==> src/design/uqkv_pkg.sv <==
`default_nettype none

package uqkv_pkg;

  localparam int MaxUrlLength = 4096;
  localparam int KeyChars     = 8;
  localparam int PosW         = 12;
  localparam logic [PosW-1:0] PosCap =
    PosW'(((MaxUrlLength - 1) < 4095) ? (MaxUrlLength - 1) : 4095);

  localparam logic [1:0] RegKeyText   = 2'd0;
  localparam logic [1:0] RegKeyLength = 2'd1;
  localparam logic [1:0] RegValueMode = 2'd2;

  localparam logic [1:0] ModeString   = 2'd0;
  localparam logic [1:0] ModeUnsigned = 2'd1;
  localparam logic [1:0] ModeSigned   = 2'd2;

  localparam logic [1:0] StFound   = 2'd0;
  localparam logic [1:0] StAbsent  = 2'd1;
  localparam logic [1:0] StNoValue = 2'd2;
  localparam logic [1:0] StBad     = 2'd3;

  localparam logic [7:0] CharNul   = 8'h00;
  localparam logic [7:0] CharQuest = 8'h3f;
  localparam logic [7:0] CharHash  = 8'h23;
  localparam logic [7:0] CharAmp   = 8'h26;
  localparam logic [7:0] CharEq    = 8'h3d;
  localparam logic [7:0] CharZero  = 8'h30;
  localparam logic [7:0] CharMinus = 8'h2d;
  localparam logic [7:0] CharLowX  = 8'h78;
  localparam logic [7:0] CharUpX   = 8'h58;

  typedef struct packed {
    logic hex;
    logic signed_limit;
  } uqkv_digit_ctrl_t;

  function automatic logic is_dec(input logic [7:0] c);
    return (c >= 8'h30) && (c <= 8'h39);
  endfunction

  function automatic logic is_word(input logic [7:0] c);
    return is_dec(c) || ((c >= 8'h61) && (c <= 8'h7a)) ||
           ((c >= 8'h41) && (c <= 8'h5a)) || (c == 8'h5f) || (c == CharMinus);
  endfunction

  // bit 4 set when the character is a hex digit
  function automatic logic [4:0] hex_val(input logic [7:0] c);
    logic [4:0] r;
    r = 5'd0;
    if (is_dec(c)) begin
      r = {1'b1, c[3:0]};
    end else if (((c >= 8'h61) && (c <= 8'h66)) || ((c >= 8'h41) && (c <= 8'h46))) begin
      r = {1'b1, c[3:0] + 4'd9};
    end
    return r;
  endfunction

endpackage

`default_nettype wire

==> src/design/uqkv_if.sv <==
`default_nettype none

interface uqkv_in_if;
  logic       valid;
  logic       ready;
  logic [7:0] url_byte;

  modport source (output valid, output url_byte, input ready);
  modport sink (input valid, input url_byte, output ready);
endinterface

interface uqkv_out_if;
  logic        valid;
  logic        ready;
  logic [1:0]  status;
  logic [31:0] number_value;
  logic [11:0] value_offset;
  logic [11:0] value_length;
  logic [11:0] path_length;

  modport source (output valid, output status, output number_value, output value_offset,
                  output value_length, output path_length, input ready);
  modport sink (input valid, input status, input number_value, input value_offset,
                input value_length, input path_length, output ready);
endinterface

`default_nettype wire

==> src/design/uqkv_digit_acc.sv <==
`default_nettype none

module uqkv_digit_acc
  import uqkv_pkg::*;
(
  input  wire logic [31:0]      acc_i,
  input  wire logic [3:0]       digit_i,
  input  wire uqkv_digit_ctrl_t ctrl_i,
  output logic [31:0]           acc_o,
  output logic                  ovf_o
);

  logic [35:0] scaled;
  logic [35:0] next;
  logic [35:0] limit;

  always_comb begin
    if (ctrl_i.hex) begin
      scaled = {acc_i, 4'b0000};
    end else begin
      scaled = {1'b0, acc_i, 3'b000} + {3'b000, acc_i, 1'b0};
    end
    next  = scaled + {32'd0, digit_i};
    limit = ctrl_i.signed_limit ? 36'h07fffffff : 36'h0ffffffff;
    ovf_o = next > limit;
    acc_o = next[31:0];
  end

endmodule

`default_nettype wire

==> src/design/url_query_key_value_parser_unit.sv <==
// result: registered; it is valid in the cycle after its terminating zero byte is accepted
// throughput: one url byte per cycle; a byte is taken while the result slot is
// free or being drained, so a held result stalls only the input side
// reset: asynchronous, clears the scanner and the result slot; key_length resets
// to 1, key_text and value_mode to 0
`default_nettype none

module url_query_key_value_parser_unit
  import uqkv_pkg::*;
(
  input  wire logic        clk_i,
  input  wire logic        rst_ni,
  input  wire logic        cfg_we_i,
  input  wire logic [1:0]  cfg_index_i,
  input  wire logic [63:0] cfg_data_i,
  uqkv_in_if.sink          url_in,
  uqkv_out_if.source       res_out
);

  typedef enum logic [2:0] {
    PhPath, PhKey, PhSkip, PhVStart, PhVZero, PhVDigit, PhDone
  } phase_e;

  logic [63:0]     key_text_q;
  logic [3:0]      key_len_q;
  logic [1:0]      mode_q;

  phase_e          phase_q, phase_d;
  logic [PosW-1:0] pos_q, pos_d;
  logic [PosW-1:0] path_end_q, path_end_d;
  logic [3:0]      key_idx_q, key_idx_d;
  logic            key_match_q, key_match_d;
  logic [31:0]     acc_q, acc_d;
  logic            hex_q, hex_d;
  logic            neg_q, neg_d;
  logic            err_q, err_d;
  logic [PosW-1:0] vstart_q, vstart_d;
  logic [PosW-1:0] vlen_q, vlen_d;
  logic [1:0]      status_q, status_d;

  logic            res_valid_q;
  logic [1:0]      res_status_q;
  logic [31:0]     res_number_q;
  logic [PosW-1:0] res_offset_q;
  logic [PosW-1:0] res_length_q;
  logic [PosW-1:0] res_path_q;

  logic             in_fire;
  logic [7:0]       c;
  logic             numeric;
  logic             key_ok;
  logic [7:0]       key_byte;
  logic [4:0]       hv;
  uqkv_digit_ctrl_t dctrl;
  logic [31:0]      dig_acc;
  logic             dig_ovf;

  assign url_in.ready = !res_valid_q || res_out.ready;
  assign in_fire      = url_in.valid && url_in.ready;
  assign c            = url_in.url_byte;
  assign numeric      = (mode_q == ModeUnsigned) || (mode_q == ModeSigned);
  assign key_ok       = (key_len_q >= 4'd1) && (key_len_q <= 4'(KeyChars));
  assign key_byte     = key_text_q[{key_idx_q[2:0], 3'b000} +: 8];
  assign hv           = hex_val(c);
  assign dctrl.hex          = hex_q;
  assign dctrl.signed_limit = (mode_q == ModeSigned);

  uqkv_digit_acc u_digit (
    .acc_i   (acc_q),
    .digit_i (hv[3:0]),
    .ctrl_i  (dctrl),
    .acc_o   (dig_acc),
    .ovf_o   (dig_ovf)
  );

  always_comb begin
    phase_d     = phase_q;
    pos_d       = (pos_q < PosCap) ? pos_q + 1'b1 : pos_q;
    path_end_d  = path_end_q;
    key_idx_d   = key_idx_q;
    key_match_d = key_match_q;
    acc_d       = acc_q;
    hex_d       = hex_q;
    neg_d       = neg_q;
    err_d       = err_q;
    vstart_d    = vstart_q;
    vlen_d      = vlen_q;
    status_d    = status_q;

    unique case (phase_q)
      PhPath: begin
        if ((c == CharNul) || (c == CharQuest) || (c == CharHash)) begin
          path_end_d = pos_q;
        end
        if (c == CharQuest) begin
          phase_d     = PhKey;
          key_idx_d   = 4'd0;
          key_match_d = 1'b1;
        end else if (c == CharHash) begin
          phase_d = PhDone;
        end
      end
      PhKey: begin
        if (is_word(c)) begin
          if (!(key_match_q && (key_idx_q < key_len_q) && (key_idx_q < 4'(KeyChars)) &&
                (key_byte == c))) begin
            key_match_d = 1'b0;
          end
          if (key_idx_q != 4'd15) begin
            key_idx_d = key_idx_q + 4'd1;
          end
        end else if (key_match_q && key_ok && (key_idx_q == key_len_q)) begin
          if (c == CharEq) begin
            phase_d  = PhVStart;
            vstart_d = (pos_q < PosCap) ? pos_q + 1'b1 : PosCap;
            vlen_d   = '0;
            acc_d    = '0;
            hex_d    = 1'b0;
            neg_d    = 1'b0;
            err_d    = 1'b0;
          end else begin
            status_d = StNoValue;
            phase_d  = PhDone;
          end
        end else if (c == CharAmp) begin
          phase_d     = PhKey;
          key_idx_d   = 4'd0;
          key_match_d = 1'b1;
        end else if (c == CharHash) begin
          phase_d = PhDone;
        end else if (c != CharNul) begin
          phase_d = PhSkip;
        end
      end
      PhSkip: begin
        if (c == CharAmp) begin
          phase_d     = PhKey;
          key_idx_d   = 4'd0;
          key_match_d = 1'b1;
        end else if (c == CharHash) begin
          phase_d = PhDone;
        end
      end
      PhVStart, PhVZero, PhVDigit: begin
        if ((c == CharNul) || (c == CharAmp) || (c == CharHash)) begin
          status_d = err_q ? StBad : StFound;
          phase_d  = PhDone;
        end else begin
          if (vlen_q < PosCap) begin
            vlen_d = vlen_q + 1'b1;
          end
          if (numeric && !err_q) begin
            if (phase_q == PhVStart) begin
              if (c == CharZero) begin
                acc_d   = '0;
                phase_d = PhVZero;
              end else if ((c == CharMinus) && (mode_q == ModeSigned)) begin
                neg_d   = 1'b1;
                phase_d = PhVDigit;
              end else if (is_dec(c)) begin
                acc_d   = {28'd0, c[3:0]};
                phase_d = PhVDigit;
              end else begin
                err_d = 1'b1;
              end
            end else if (phase_q == PhVZero) begin
              if ((c == CharLowX) || (c == CharUpX)) begin
                hex_d   = 1'b1;
                phase_d = PhVDigit;
              end else if (is_dec(c)) begin
                phase_d = PhVDigit;
                if (dig_ovf) begin
                  err_d = 1'b1;
                end else begin
                  acc_d = dig_acc;
                end
              end else begin
                err_d = 1'b1;
              end
            end else begin
              if (hex_q ? hv[4] : is_dec(c)) begin
                if (dig_ovf) begin
                  err_d = 1'b1;
                end else begin
                  acc_d = dig_acc;
                end
              end else begin
                err_d = 1'b1;
              end
            end
          end
        end
      end
      default: begin
      end
    endcase
  end

  always_ff @(posedge clk_i or negedge rst_ni) begin
    if (!rst_ni) begin
      key_text_q <= '0;
      key_len_q  <= 4'd1;
      mode_q     <= ModeString;
    end else if (cfg_we_i) begin
      unique case (cfg_index_i)
        RegKeyText:   key_text_q <= cfg_data_i;
        RegKeyLength: key_len_q  <= cfg_data_i[3:0];
        RegValueMode: mode_q     <= cfg_data_i[1:0];
        default: begin
        end
      endcase
    end
  end

  always_ff @(posedge clk_i or negedge rst_ni) begin
    if (!rst_ni) begin
      phase_q      <= PhPath;
      pos_q        <= '0;
      path_end_q   <= '0;
      key_idx_q    <= '0;
      key_match_q  <= 1'b1;
      acc_q        <= '0;
      hex_q        <= 1'b0;
      neg_q        <= 1'b0;
      err_q        <= 1'b0;
      vstart_q     <= '0;
      vlen_q       <= '0;
      status_q     <= StAbsent;
      res_valid_q  <= 1'b0;
      res_status_q <= '0;
      res_number_q <= '0;
      res_offset_q <= '0;
      res_length_q <= '0;
      res_path_q   <= '0;
    end else begin
      if (in_fire && (c == CharNul)) begin
        res_valid_q <= 1'b1;
      end else if (res_out.ready) begin
        res_valid_q <= 1'b0;
      end
      if (in_fire) begin
        if (c == CharNul) begin
          res_status_q <= status_d;
          res_number_q <= ((status_d == StFound) && numeric) ?
                          (neg_d ? (32'd0 - acc_d) : acc_d) : 32'd0;
          res_offset_q <= vstart_d;
          res_length_q <= vlen_d;
          res_path_q   <= path_end_d;
          phase_q      <= PhPath;
          pos_q        <= '0;
          path_end_q   <= '0;
          key_idx_q    <= '0;
          key_match_q  <= 1'b1;
          acc_q        <= '0;
          hex_q        <= 1'b0;
          neg_q        <= 1'b0;
          err_q        <= 1'b0;
          vstart_q     <= '0;
          vlen_q       <= '0;
          status_q     <= StAbsent;
        end else begin
          phase_q     <= phase_d;
          pos_q       <= pos_d;
          path_end_q  <= path_end_d;
          key_idx_q   <= key_idx_d;
          key_match_q <= key_match_d;
          acc_q       <= acc_d;
          hex_q       <= hex_d;
          neg_q       <= neg_d;
          err_q       <= err_d;
          vstart_q    <= vstart_d;
          vlen_q      <= vlen_d;
          status_q    <= status_d;
        end
      end
    end
  end

  assign res_out.valid        = res_valid_q;
  assign res_out.status       = res_status_q;
  assign res_out.number_value = res_number_q;
  assign res_out.value_offset = res_offset_q;
  assign res_out.value_length = res_length_q;
  assign res_out.path_length  = res_path_q;

endmodule

`default_nettype wire

==> src/flat_wrapper.sv <==
// flat-port wrapper written by rule: the top's interface ports become plain ports
module url_query_key_value_parser_unit_flat import uqkv_pkg::*;
  (clk_i, rst_ni, cfg_we_i, cfg_index_i, cfg_data_i, url_in_valid, url_in_url_byte, url_in_ready, res_out_valid, res_out_status, res_out_number_value, res_out_value_offset, res_out_value_length, res_out_path_length, res_out_ready);
  uqkv_in_if url_in_i ();
  uqkv_out_if res_out_i ();
  input  wire logic clk_i;
  input  wire logic rst_ni;
  input  wire logic cfg_we_i;
  input  wire logic [1:0] cfg_index_i;
  input  wire logic [63:0] cfg_data_i;
  input wire logic [$bits(url_in_i.valid)-1:0] url_in_valid;
  input wire logic [$bits(url_in_i.url_byte)-1:0] url_in_url_byte;
  output wire logic [$bits(url_in_i.ready)-1:0] url_in_ready;
  output wire logic [$bits(res_out_i.valid)-1:0] res_out_valid;
  output wire logic [$bits(res_out_i.status)-1:0] res_out_status;
  output wire logic [$bits(res_out_i.number_value)-1:0] res_out_number_value;
  output wire logic [$bits(res_out_i.value_offset)-1:0] res_out_value_offset;
  output wire logic [$bits(res_out_i.value_length)-1:0] res_out_value_length;
  output wire logic [$bits(res_out_i.path_length)-1:0] res_out_path_length;
  input wire logic [$bits(res_out_i.ready)-1:0] res_out_ready;
  assign url_in_i.valid = url_in_valid;
  assign url_in_i.url_byte = url_in_url_byte;
  assign url_in_ready = url_in_i.ready;
  assign res_out_valid = res_out_i.valid;
  assign res_out_status = res_out_i.status;
  assign res_out_number_value = res_out_i.number_value;
  assign res_out_value_offset = res_out_i.value_offset;
  assign res_out_value_length = res_out_i.value_length;
  assign res_out_path_length = res_out_i.path_length;
  assign res_out_i.ready = res_out_ready;
  url_query_key_value_parser_unit u_core (.clk_i(clk_i), .rst_ni(rst_ni), .cfg_we_i(cfg_we_i), .cfg_index_i(cfg_index_i), .cfg_data_i(cfg_data_i), .url_in(url_in_i), .res_out(res_out_i));
endmodule
==> config.mk <==
export PLATFORM = sky130hd
export DESIGN_NAME = url_query_key_value_parser_unit_flat
export DESIGN_NICKNAME = d
export VERILOG_FILES = /design/src/design/uqkv_pkg.sv /design/src/design/uqkv_if.sv /design/src/design/uqkv_digit_acc.sv /design/src/design/url_query_key_value_parser_unit.sv /design/src/flat_wrapper.sv
export SDC_FILE = /design/constraint.sdc
export NUM_CORES = 1
export LEC_CHECK = 0
export ABC_AREA = 1
export CORE_ASPECT_RATIO = 0.7
export CORE_MARGIN = 1.5
export CORE_UTILIZATION = 58
export CTS_CLUSTER_SIZE = 24
export DETAILED_ROUTE_END_ITERATION = 10
export DONT_BUFFER_PORTS = 1
export GPL_TIMING_DRIVEN = 0
export PLACE_DENSITY = 0.71
export SETUP_SLACK_MARGIN = 0.5
export SYNTH_ARGS = -nofsm -noshare
export SYNTH_HDL_FRONTEND = slang
export SYNTH_SLANG_ARGS = --single-unit
==> constraint.sdc <==
create_clock -name clk_i -period 11.9 [get_ports clk_i]
set_input_delay 0 -clock clk_i [delete_from_list [all_inputs] [get_ports clk_i]]
set_output_delay 0 -clock clk_i [all_outputs]
set_load 0.03 [all_outputs]
==> key figures, run 1 <==
Route
  – Wire length on met2: approximately 28 mm
  – Routed wire per std cell: between 15 and 20 µm
  – DRT iter0 DRCs: 2366
  – Pre-antenna DRT Iters: 7
  – Antenna Violating Nets Remaining: 0
  – Final wirelength: approximately 65 mm
  – Wire length on met3: 5.98 mm
  – Routed via count: ~21k
  – Top Layer Used: met4
  – Vias per cell: roughly 6
  – DR DRC count: 0
  – Met1 Wirelength: 29.2 mm

STA
  – Sum Neg Setup Slack: 0 ns
  – Worst Tran Pin Value: 1.51 ns
  – Min Clock Period, post-route: slightly below 10 ns
  – Slew Viols, Final: 16
  – Highest Clock Rate: 102 MHz
  – Final setup skew: roughly 0.024 ns
  – Setup violators final: 0
  – Max_slew headroom: -0.376%
  – Final hold vios: 0
  – RSZ-0062 raised after global routing: false
  – Worst setup margin: around 2.1 ns
  – Final Cycle Share: between 80% and 90%

Floorplanning
  – Rows: 55
  – Die Span Y: approximately 150 µm
  – Initial Util: 58.8%
  – # IOs: about 150
  – Area of the core: 32300 µm²
  – Die area: approximately 34000 µm²
  – Die W: roughly 220 µm

Synthesis
  – Area share of fa/ha/maj cells after synthesis: 3.31%
  – FFs w/ async S/R, synth: 100%
  – Simple-gate share of the synthesized area: 35.8%
  – Top post-synthesis cells by area: dfrtp_1 (30%), nand2_1 (18%), inv_1 (7.2%)
  – Count of different cell masters after synthesis: 63
  – Synth Area in Compound Gates: ~15%
  – Synth area leader: dfrtp_1
  – Post-synthesis cell count: around 3k
  – Ys Warns: 0
  – Syn avg cell area: about 6.4 µm²
  – Syn nets: just over 3k
  – Yosys reg bits: roughly 230
  – Top FF cell, synth: dfrtp_1
  – Mux cell area share after synthesis: ~3.6%
  – Synth top area share: a little under a third
  – Post-Synth XOR/XNOR Area: 1.15%
  – Largest family of logic cells by synthesized area: simple AND/OR/NAND/NOR gates
  – Sequential fraction of the synthesis area: 30.9%
  – Post-Syn Area: around 19000 µm²
  – Post-synth EDFFs: 0

Worst setup path
  – Setup CP Type: primary input to flip-flop
  – CP arrival: 10.30 ns
  – Setup slack, reg-to-reg: between 3 and 4 ns
  – Max incr delay on CP: 0.60 ns
  – Worst path most repeated cell: nand2_1
  – CP endpoint kind: flip-flop
  – Worst setup SP type: primary input
  – Worst path required time: 12.38 ns
  – Max FO, Critical Path: 10
  – CP max stage cell: clkbuf_1

Final layout
  – Layout Area Growth over Synthesis: 11.7%
  – Post-Route Utilization: roughly two thirds
  – Final net count: 3183
  – Final Non-Filler Cells: approximately 3.5k
  – Share of cells above drive strength 1: 7.91%

Clock tree
  – Hold_buf cts: between 70 and 80
  – Worst-Skew Late Latency: between 0.5 and 0.6 ns
  – PostCTS Resize Cnt: 0
  – Clock sinks: between 200 and 250
  – Clock Tree Buf Depth: 3
  – H-tree depth: 1
  – Post-CTS Setup Bufs: 0
  – CTS Buf Count: 25
  – Clock transition at path regs: 0.07 ns
  – Clk root buf: clkbuf_16
  – TritonCTS clock tree: done

Global route
  – Pin count of the biggest net entering global routing: 235
  – Vias in the first global route: 19.3k
  – Initial antenna violation count: 1
  – GR Util All Layers: between 30% and 40%
  – First-pass GRT wire length: 102 mm
  – Grt total ovfl: 0

Placed design
  – Cells after DPL: 3376
  – DP Worst Slack: just under 2 ns
  – # port buffers: 0
  – Routability Congestion: 0.953
  – Final HPWL DP: between 40 and 50 mm

Power
  – Maximum vdd drop: roughly 0.14 mV
  – Pwr per Cell Area: roughly 210 nW/µm²
  – Pleak: 10.5 nW
  – PnR Total Power: 4.39 mW

Status
  – Failing checks: slew limit
  – Status: complete, but fails checks

Job
  – Max-cap violation count: 0

Hold path
  – Worst hold path type: primary input to flip-flop
## flip-flops by register name, summed over array words and instances, names as in the netlist, 3 cells and up
signal                       count
u_core.acc_q                    32
u_core.key_idx_q                 4
u_core.key_len_q                 4
u_core.key_text_q               64
u_core.path_end_q               12
u_core.phase_q                   3
u_core.pos_q                    12
u_core.res_out.number_value     32
u_core.res_out.path_length      12
u_core.res_out.value_length     12
u_core.res_out.value_offset     12
u_core.vlen_q                   12
u_core.vstart_q                 12
## through the flow
| step | hold slack, ns | cell area [µm²] |
|---|---|---|
| floorplan | -0.296 | 19000 |
| global placement | -0.280 | 19500 |
| detailed placement | -0.277 | 19500 |
| CTS | 0.0155 | 21200 |
| global route | 0.116 | 21200 |
| finish | 0.0663 | 21200 |
## critical path, delay by kind of cell
kind | cells | cell delay, ns
buffers and inverters | 14 | 2.84
xor gates and xnor gates | 1 | 0.49
adders and majority gates | 5 | 1.21
and+or+nand+nor | 50 | 5.10
AOI/OAI and AO/OA | 5 | 0.58
## path summary, 6_finish.rpt
path | startpoint | end | depth (start not counted)
worst min register to register | u_core.vstart_q[8] | u_core.vstart_q[8] | 2
min in group asynchronous | rst_ni | u_core.key_text_q[58] | 2
max in group asynchronous | rst_ni | u_core.res_out.value_length[4] | 2
worst max register to register | u_core.hex_q | u_core.res_out.number_value[24] | 66
worst max-delay path | url_in_url_byte[1] | u_core.res_out.number_value[24] | 75
worst min-delay path | url_in_url_byte[4] | u_core.key_match_q | 7
## power breakdown
| group | total, mW | switching (mW) | internal [mW] |
|---|---|---|---|
| Sequential | 1.10 | 0.178 | 0.927 |
| Combinational | 2.44 | 1.66 | 0.778 |
| Clock | 0.844 | 0.351 | 0.493 |
| Total | 4.39 | 2.19 | 2.20 |
## routing by layer
metal	vias up	global-route usage, %
met3	155	5.86
met4	0	11.6
met5	-	0
li1	9853	-
met1	9739	56.2
met2	998	57.1
## placed cells by master, fill, tap and decap left out, drive strengths merged, types with 21 or more instances in the layout
cell and count:
dlygate4sd3 77, a21oi 99, nor3 21, clkbuf 106, nor2 273, nand4 41
xor2 22, nand2 942, ha 47, dfrtp 231, buf 42, mux2 60
inv 381, o21ai 261, nand3 281, o22ai 88
## final cells by class
type	count	area [µm²]
Multi-Input combinational cell	2214	11100
Fill cell	2942	11100
Sequential cell	234	5860
Inverter	384	1440
Timing Repair Buffer	79	803
Clock buffer	29	671
Buffer	117	538
Tap cell	427	534
Clock inverter	17	205
Antenna cell	1	2.50
## logic make-up after synthesis
| kind of cell | after synthesis |
|---|---|
| XOR/XNOR | 25 |
| multiplexers | 60 |
| AND/OR/NAND/NOR | 1580 |
| AO/OA/AOI/OAI | 500 |
| buffers and inverters | 501 |
| adder cells (fa/ha/maj) | 49 |
| flip-flops | 234 |
## cell usage after synthesis (7+ instances only)
cell / n
a21oi_1: 93
a32o_1: 7
buf_1: 12
buf_2: 16
buf_6: 7
clkbuf_1: 77
dfrtp_1: 231
ha_1: 47
inv_1: 364
inv_2: 15
mux2_2: 60
nand2_1: 915
nand2_2: 24
nand3_1: 270
nand3_2: 11
nand3b_1: 10
nand4_1: 40
nor2_1: 241
nor2_2: 25
nor3_1: 16
o21ai_0: 236
o21ai_1: 23
o22ai_1: 88
xor2_1: 22
Note: power is estimated with default switching activity, not from simulation.
==> inputs of run 2 (changes only) <==
- ABC_AREA: 1 -> 0
- PLACE_DENSITY: 0.71 -> 0.73
- clock period: 11.9 -> 8.06 ns (I/O delays scaled with it)
==> key figures, run 2 <==
Clock tree
  – Clk root buf: clkbuf_16
  – H-tree depth: 1 (unchanged)
  – TritonCTS clock tree: done
  – Worst-Skew Late Latency: 0.55 ns (about the same)
  – Clock Tree Buf Depth: 3 (unchanged)
  – Clock sinks: 234 (unchanged)
  – CTS Buf Count: 25 (unchanged)
  – Clock transition at path regs: 0.07 ns (about the same)

Synthesis
  – Area share of fa/ha/maj cells after synthesis: 3.76% (+0.45 points)
  – Post-Synth XOR/XNOR Area: 3.78% (+2.6 points)
  – Synth area leader: dfrtp_1
  – Synth top area share: 34.6% (+4.2 points)
  – Top post-synthesis cells by count: nand2_1 (247), dfrtp_1 (231), o21ai_0 (163)
  – Yosys reg bits: 234 (unchanged)
  – Post-Syn Area: 16700 µm² (-12%)
  – Post-synth EDFFs: 0 (unchanged)
  – Top post-synthesis cells by area: dfrtp_1 (35%), nand2_1 (5.6%), mux2_2 (5.2%)
  – Top FF cell, synth: dfrtp_1
  – Syn avg cell area: 8.76 µm² (+36%)
  – Post-synthesis cell count: 1904 (-35%)
  – FFs w/ async S/R, synth: 100% (unchanged)
  – Count of different cell masters after synthesis: 101 (+60%)
  – Largest family of logic cells by synthesized area: compound AO/OA/AOI/OAI gates
  – Simple-gate share of the synthesized area: 21.1% (-15 points)
  – Mux cell area share after synthesis: 10.1% (+6.6 points)
  – Ys Warns: 0 (unchanged)
  – Synth Area in Compound Gates: 22.5% (+7.6 points)
  – Sequential fraction of the synthesis area: 35.1% (+4.2 points)
  – Most common cell in the netlist: nand2_1
  – Syn nets: 2032 (-34%)

Route
  – Routed wire per std cell: 23.8 µm (+29%)
  – Final wirelength: 59.7 mm (-7.8%)
  – Antenna Violating Nets Remaining: 0 (unchanged)
  – Vias per cell: 6.79 (+15%)
  – Pre-antenna DRT Iters: 8 (+1)
  – DR DRC count: 0 (unchanged)
  – Routed via count: 17.0k (-18%)
  – DRT iter0 DRCs: 2161 (-8.7%)

Final layout
  – Most common cell after layout, fill and taps aside: nand2_1
  – Most flop-heavy register: u_core.key_text_q
  – Total non-filler cell area in the finished layout: 20600 µm² (-2.6%)
  – Share of cells above drive strength 1: 20.0% (+12 points)
  – Largest register FFs: 64 (unchanged)
  – Final net count: 2246 (-29%)
  – Layout Area Growth over Synthesis: 23.7%
  – Commonest cells after routing, fill and taps aside: nand2_1 (243), dfrtp_1 (224), o21ai_0 (131), nor2_1 (123), buf_4 (92)

Status
  – Status: complete, but fails checks
  – Failing checks: setup timing

Placed design
  – Routability Congestion: 0.949 (-0.44%)
  – Final HPWL DP: 40.5 mm (-17%)
  – # port buffers: 0 (unchanged)
  – Area post-placement: 17400 µm² (-11%)
  – DP Worst Slack: -1.87 ns (-3.86 ns)

Floorplanning
  – # IOs: 151 (unchanged)
  – Die Span Y: 145 µm (-6.1%)
  – Rows: 51 (-7.3%)
  – Area of the core: 28000 µm² (-13%)
  – Die W: 206 µm (-6.1%)
  – Die area: 29800 µm² (-12%)
  – Initial Util: 59.6% (+0.78 points)

STA
  – Final setup skew: 0.0162 ns (-0.00769 ns)
  – Min Clock Period, post-route: just under 9 ns
  – Setup violators final: 27 (+27)
  – Final Cycle Share: 108%
  – Final hold vios: 0 (unchanged)
  – Slew Viols, Final: 0 (-16)
  – Max_slew headroom: 11.2% (+12 points)
  – Worst setup margin: -0.650 ns (-2.72 ns)
  – Highest Clock Rate: around 110 MHz
  – Hold_ws: 0.0798 ns (+0.0135 ns)
  – Worst Tran Pin Value: 1.33 ns (-0.174 ns)
  – RSZ-0062 raised after global routing: true

Worst setup path
  – Worst path required time: 8.54 ns (-3.84 ns)
  – CP arrival: 9.19 ns (-1.11 ns)
  – Worst setup SP type: flip-flop
  – Max FO, Critical Path: 10 (unchanged)
  – CP endpoint kind: flip-flop
  – Reg2reg start: u_core.hex_q
  – Max incr delay on CP: 0.55 ns (-0.05 ns)
  – Worst Setup SP: u_core.hex_q
  – CP max stage cell: or4_4
  – Setup CP Type: flip-flop to flip-flop
  – Worst path most repeated cell: buf_4

Global route
  – Pin count of the biggest net entering global routing: 235 (unchanged)
  – Initial antenna violation count: 3 (+2)
  – GR Util All Layers: 39.1% (+1.1 points)
  – Vias in the first global route: 16.4k (-15%)
  – Grt total ovfl: 0 (unchanged)
  – First-pass GRT wire length: 91.8 mm (-10%)

Power
  – Pleak: 8.51 nW (-19%)
  – Maximum vdd drop: 0.178 mV (+25%)
  – Pwr per Cell Area: 166 nW/µm² (-20%)

Hold path
  – Worst hold path type: primary input to flip-flop
  – Hold wc startpoint: cfg_index_i[0]

Job
  – Max-cap violation count: 0 (unchanged)
run 2: worst paths after layout:
kind,end,slack [ns],cells past startpoint
max,u_core.res_out.number_value[28],-0.65,44
min,u_core.key_text_q[0],0.08,3
max reg2reg,u_core.res_out.number_value[28],-0.65,44
min reg2reg,u_core.vstart_q[10],0.48,2
max in group asynchronous,u_core.key_text_q[3],6.85,2
min in group asynchronous,u_core.acc_q[27],0.14,2
run 2: area by class of cell:
class | count | area [µm²]
multi-input cells | 1521 | 11100
fillers | 2062 | 7370
plain buffers | 116 | 629
diodes | 2 | 5.00
clock buffers | 35 | 693
well taps | 371 | 464
clock inverters | 9 | 82.6
flip-flops and latches | 234 | 5870
inverters | 33 | 126
repair buffers | 187 | 1700
run 2: routing by layer:
metal	GRT usage (%)	wire (µm)	vias up
li1	-	-	7534
met1	56.0	25200	8335
met2	59.0	26300	1001
met3	8.81	6370	150
met4	11.6	1810	0
met5	0	0	-
run 2: worst max-delay path: cells and delay by family (launching register included):
family	cells	cell delay (ns)
AOI/OAI and AO/OA	4	0.92
buffers and inverters	26	3.36
adders and majority gates	2	0.53
DFF	1	0.37
and+or+nand+nor	12	3.45
run 2: power by group:
group / total, mW / switching, mW / internal (mW)
logic: 0.911 / 0.536 / 0.375
registers: 1.38 / 0.0955 / 1.28
clock network: 1.15 / 0.512 / 0.633
total: 3.43 / 1.14 / 2.29
run 2: what timing repair did:
item | CTS | global route
hold buffers | 80 | 0
setup buffers | 73 | 34
gates resized for setup | 113 | 90
pin swaps | 64 | 47
endpoints found under the hold margin | 309 | 0
endpoints found under the setup margin | 64 | 62
run 2: stage by stage:
stage	util (%)	power (mW)	TNS, ns	std cells
after floorplan	-	1.92	-0.624	1904
after global placement	62.0	2.10	-38.17	2275
after detailed placement	62.0	2.12	-49.16	2275
after CTS	71.4	3.34	-4.38	2472
after global routing	73.7	3.55	-14.20	2508
final	73.7	3.43	-8.75	2508
run 2: cells by family after synthesis:
logic type               count (synthesis)
adder cells (fa/ha/maj)                 49
multiplexers                           139
AO/OA/AOI/OAI                          553
buffers and inverters                  149
flip-flops                             234
AND/OR/NAND/NOR                        708
XOR/XNOR                                72
